===== config.mk =====
export PLATFORM = sky130hd
export DESIGN_NAME = scfl_front
export DESIGN_NICKNAME = d
export VERILOG_FILES = /design/src/sv/scfl_pkg.sv /design/src/sv/scfl_front.sv
export SDC_FILE = /design/constraint.sdc
export NUM_CORES = 1
export LEC_CHECK = 0
export ABC_AREA = 1
export BUFFER_PORTS_ARGS = -buffer_cell sky130_fd_sc_hd__buf_2
export CAP_MARGIN = 20
export CORE_AREA = 2 2 78 80
export DETAILED_ROUTE_END_ITERATION = 16
export DIE_AREA = 0 0 80 82
export PLACE_DENSITY = 0.57
export SETUP_SLACK_MARGIN = 0.15
export SYNTH_ARGS = -nofsm -noshare
export SYNTH_HDL_FRONTEND = slang
export SYNTH_SLANG_ARGS = --single-unit

===== constraint.sdc =====
create_clock -name clk -period 1.65 [get_ports clk]
set_input_delay 0.33 -clock clk [delete_from_list [all_inputs] [get_ports clk]]
set_output_delay 0.33 -clock clk [all_outputs]
set_load 0.02 [all_outputs]

===== src/sv/scfl_pkg.sv =====
// Shared types, constants and helpers for the size-class free-list allocator.
package scfl_pkg;

	localparam int GRANULE_BYTES     = 8;
	localparam int CLASS_COUNT       = 16;
	localparam int CHUNK_BYTES_LIMIT = 4096;
	localparam int CHUNK_NODE_CAP    = 64;
	localparam int POOL_BYTES        = 65536;

	localparam int POOL_GRANULES = POOL_BYTES / GRANULE_BYTES;
	localparam int GRAN_W        = $clog2(POOL_GRANULES);
	localparam int CLASS_W       = (CLASS_COUNT > 1) ? $clog2(CLASS_COUNT) : 1;
	localparam int SHIFT_W       = $clog2(GRANULE_BYTES);
	localparam int CARVE_W       = $clog2(POOL_BYTES) + 1;
	localparam int NODES_W       = $clog2(CHUNK_NODE_CAP + 1);
	localparam int LINK_W        = GRAN_W + 1;

	localparam logic       ACT_ALLOC  = 1'b0;
	localparam logic       ACT_FREE   = 1'b1;
	localparam logic [1:0] ST_OK      = 2'd0;
	localparam logic [1:0] ST_EXHAUST = 2'd1;
	localparam logic [1:0] ST_BADSIZE = 2'd2;

	typedef struct packed {
		logic        action;
		logic [7:0]  request_size;
		logic [15:0] block_address;
	} req_t;

	typedef struct packed {
		logic [15:0] result_address;
		logic [1:0]  status;
	} rsp_t;

	// Classified command handed from front to back.
	typedef struct packed {
		logic               bad;
		logic               is_free;
		logic [CLASS_W-1:0] cls;
		logic [GRAN_W:0]    gran;
	} cmd_t;

	// Largest node count up to the cap that fits the chunk limit, at least one.
	function automatic logic [NODES_W-1:0] chunk_nodes(input int c);
		int nb, n;
		nb = (c + 1) * GRANULE_BYTES;
		n = 1;
		for (int i = 1; i <= CHUNK_NODE_CAP; i++)
			if (i * nb <= CHUNK_BYTES_LIMIT) n = i;
		return NODES_W'(n);
	endfunction

	function automatic logic [CARVE_W-1:0] chunk_bytes(input int c);
		int n;
		n = int'(chunk_nodes(c));
		return CARVE_W'(n * (c + 1) * GRANULE_BYTES);
	endfunction

endpackage


===== src/sv/scfl_front.sv =====
// Front end: take commands, classify size and address, fill a two-entry queue.
module scfl_front (
	input  logic                 clk,
	input  logic                 arst_n,
	input  logic                 start,
	input  scfl_pkg::req_t       req,
	output logic                 busy,
	output logic                 q_valid,
	output scfl_pkg::cmd_t       q_cmd,
	input  logic                 q_pop
);

	scfl_pkg::cmd_t cmd_d;
	scfl_pkg::cmd_t fifo_q [2];
	logic [1:0] cnt_q;
	logic       rd_q, wr_q;
	logic       push;
	logic [7:0] sz_m1;
	logic [7-scfl_pkg::SHIFT_W:0] cls_wide;

	assign busy = (cnt_q == 2'd2);
	assign push = start && !busy;

	always_comb begin
		sz_m1 = req.request_size - 8'd1;
		cls_wide = sz_m1[7:scfl_pkg::SHIFT_W];
		cmd_d.is_free = (req.action == scfl_pkg::ACT_FREE);
		cmd_d.bad = (req.request_size == 8'd0) ||
			(32'(cls_wide) >= 32'(scfl_pkg::CLASS_COUNT));
		cmd_d.cls = scfl_pkg::CLASS_W'(cls_wide);
		cmd_d.gran = (scfl_pkg::GRAN_W + 1)'(req.block_address >> scfl_pkg::SHIFT_W);
	end

	always_ff @(posedge clk or negedge arst_n) begin
		if (!arst_n) begin
			cnt_q <= '0;
			rd_q <= 1'b0;
			wr_q <= 1'b0;
		end else begin
			if (push) wr_q <= ~wr_q;
			if (q_pop) rd_q <= ~rd_q;
			cnt_q <= cnt_q + {1'b0, push} - {1'b0, q_pop};
		end
	end

	always_ff @(posedge clk) begin
		if (push) fifo_q[wr_q] <= cmd_d;
	end

	assign q_valid = (cnt_q != 2'd0);
	assign q_cmd = fifo_q[rd_q];

`ifndef SYNTH
	a_no_pop_empty: assert property (@(posedge clk) disable iff (!arst_n)
		q_pop |-> q_valid) else $error("pop from empty queue");
	a_busy_full: assert property (@(posedge clk) disable iff (!arst_n)
		busy |-> q_valid) else $error("busy with empty queue");
	a_cnt_range: assert property (@(posedge clk) disable iff (!arst_n)
		cnt_q != 2'd3) else $error("queue overflow");
`endif

endmodule


==> impl_metrics.tcl <==
set metrics [dict create \
    status "finished, violations left" \
    violations "setup timing" \
    die_x_um 80 \
    worstPathArrival_ns 1.36 \
    grt_pass1_wl_um 4970 \
    yosysMostFrequentCell "edfxtp_1" \
    cp.required_ns 1.32 \
    cts_buffers 5 \
    syn_nets 136 \
    clk_pin_slew_ns 0.08 \
    setup_ws_ns -0.0379 \
    post-place-cells 229 \
    wl_um 3170 \
    fin_setup_tns_ns -0.352 \
    power_uw 4410 \
    gp_congestion 0.755 \
    synthesis.instances 105 \
    coreArea_um2 5750 \
    synthArstFlopShare_pct 9.52 \
    dp_hpwl_um 2400 \
    syn_area_per_cell_um2 16.9 \
    clock.fmax_ghz 0.592 \
    area_growth_pct 37.2 \
    p_comb_share_pct 43.4 \
    drv_cap 0 \
    cp-start-kind "register" \
    synthTopCellsByCount "edfxtp_1, mux2_4, nand2_1, nor2_1, dfrtp_1" \
    yosysUniqueCellTypes 20 \
    ios 51 \
    ant_nets 0 \
    critPathCaptureType "primary output" \
    port_buffers 46 \
    fin_nets 197 \
    yosys.area.top_type "edfxtp_1" \
    setup_viol 19 \
    place_ws_ns 0.101 \
    drc_errors 0 \
    switching_share_pct 30.4 \
    ys_seq_area_share_pct 70.0 \
    synth_flop_cell "edfxtp_1" \
    gr-total-overflow 0 \
    rsz0062_at_grt "yes" \
    timing.final.hold_violations 0 \
    grt_max_degree 14 \
    grt_usage_pct 10.5 \
    yosysWarnings 0 \
    p_switching_uw 1340 \
    rows 28 \
    drtIter0Drc 51 \
    initial_core_util_pct 30.9 \
    clockBufferDepth 2 \
    dieArea_um2 6560 \
    die_h_um 82 \
    ir_drop_uv 606 \
    ys_seq_elements 42 \
    clk_latency_ns 0.29 \
    hp-class "primary input to register" \
    post-route-period-util_pct 102 \
    pwr-share-clk_pct 21.0 \
    synthTopCellsByArea "edfxtp_1, mux2_4, dfrtp_1" \
    path_class "register to primary output" \
    synth_edf_count 38 \
    grt_antenna_before_repair 0 \
    wl_per_cell_um 13.1 \
    drive_gt1_share_pct 55.7 \
    critPathMaxFanout 11 \
    power.density_nw_per_um2 1810 \
    cts_tree "done" \
    n_antenna_cell 0 \
    fin_hold_ws_ns 0.229 \
    drtPass1Iterations 3 \
    maxSlewViolCount 0 \
    fin_cells 242 \
    p_int_uw 3070 \
    synth_area_um2 1770 \
    grt_pass1_vias 1084 \
    power.leakage_uw 0.00101 \
    htree_levels 2 \
    vias 1039 \
    clockRootBuffer "clkbuf_8" \
    clock-sinks 42 \
    routed_via_density 4.29 \
    p_seq_share_pct 35.6 \
    synth_top_area_share_pct 64.4 \
    fin_crit_ns 1.69 \
    clock_skew_ns 0.00707 \
]
layout make-up:
type | count | area, um2
fillers | 533 | 3310
inverters | 4 | 17.5
well taps | 75 | 93.8
clock inverters | 3 | 63.8
clock buffers | 5 | 68.8
multi-input cells | 56 | 519
repair buffers | 57 | 425
flip-flops and latches | 42 | 1240
worst max-delay path: stages (launching register included):
cell and delay, ns:
dfrtp_2 0.45, buf_12 0.16, mux2_4 0.29, buf_2 0.16
flip-flops by register name, indices dropped and copies added, names as in the netlist:
signal  count
cnt_q       2
wr_q        1
rd_q        1
fifo_q     38
kinds of logic after synthesis:
group,Yosys count,synth area share [%]
AOI/OAI and AO/OA,3,1.48
xor gates and xnor gates,4,1.98
adders and majority gates,2,1.41
buffers and inverters,7,2.54
DFF,42,70.0
muxes,19,16.1
other,1,0.212
and+or+nand+nor,27,6.28
power by group through the flow:
stage	clock network [uW]	registers (uW)	logic [uW]
after floorplan	0	1560	1120
after global routing	1000	1600	2050
after global placement	0	1580	1570
final	927	1570	1910
after detailed placement	0	1590	1610
after CTS	950	1570	1720
through the flow:
| stage | instance area [um2] | util [%] |
|---|---|---|
| after floorplan | 1770 | - |
| after global placement | 2140 | 37.3 |
| after detailed placement | 2140 | 37.3 |
| after CTS | 2330 | 40.5 |
| after global routing | 2430 | 42.3 |
| final | 2430 | 42.3 |
placed cells by master (no fill, tap or decap):
cell type,synthesis,layout
buf_12,0,2
buf_2,0,33
buf_4,1,7
buf_6,2,14
bufinv_16,0,2
clkbuf_8,0,5
clkinv_1,0,1
conb_1,1,1
dfrtp_1,4,2
dfrtp_2,0,2
dlygate4sd3_1,0,1
edfxtp_1,38,38
ha_4,0,2
inv_1,3,2
inv_2,1,1
inv_4,0,1
mux2_4,19,19
nand2_1,11,11
nand3_1,2,2
nand4_1,1,1
nor2_1,11,9
nor2_2,1,3
o21ai_0,1,1
o21ai_1,1,1
o21ai_4,1,1
or2_4,0,1
xnor2_1,1,1
xor2_1,3,3
path summary, 6_finish.rpt:
check / cells past startpoint / slack, ns / startpoint / endpoint
max in group asynchronous: 2 / 1.12 / arst_n / cnt_q[0]
hold / removal: 1 / 0.23 / req[24] / fifo_q[1][17]
hold reg to reg: 2 / 0.60 / wr_q / wr_q
min in group asynchronous: 2 / 0.40 / arst_n / rd_q
setup / recovery: 3 / -0.04 / rd_q / q_cmd[8]
setup reg to reg: 8 / 0.18 / cnt_q[1] / cnt_q[1]
layer usage:
layer	track usage, %	vias up	routed length, um
li1	-	498	-
met1	9.67	496	1140
met2	20.4	39	1770
met3	3.41	6	187
met4	5.08	0	70
met5	0	-	0
timing repair:
action | 4_1_cts | 5_1_grt
setup buffers | 2 | 2
hold buffers | 1 | 0
endpoints found under the hold margin | 4 | 0
resized for setup | 10 | 25
pin swaps | 2 | 3
setup endpoints to repair | 21 | 20
Power figures use the tool's default switching activity.
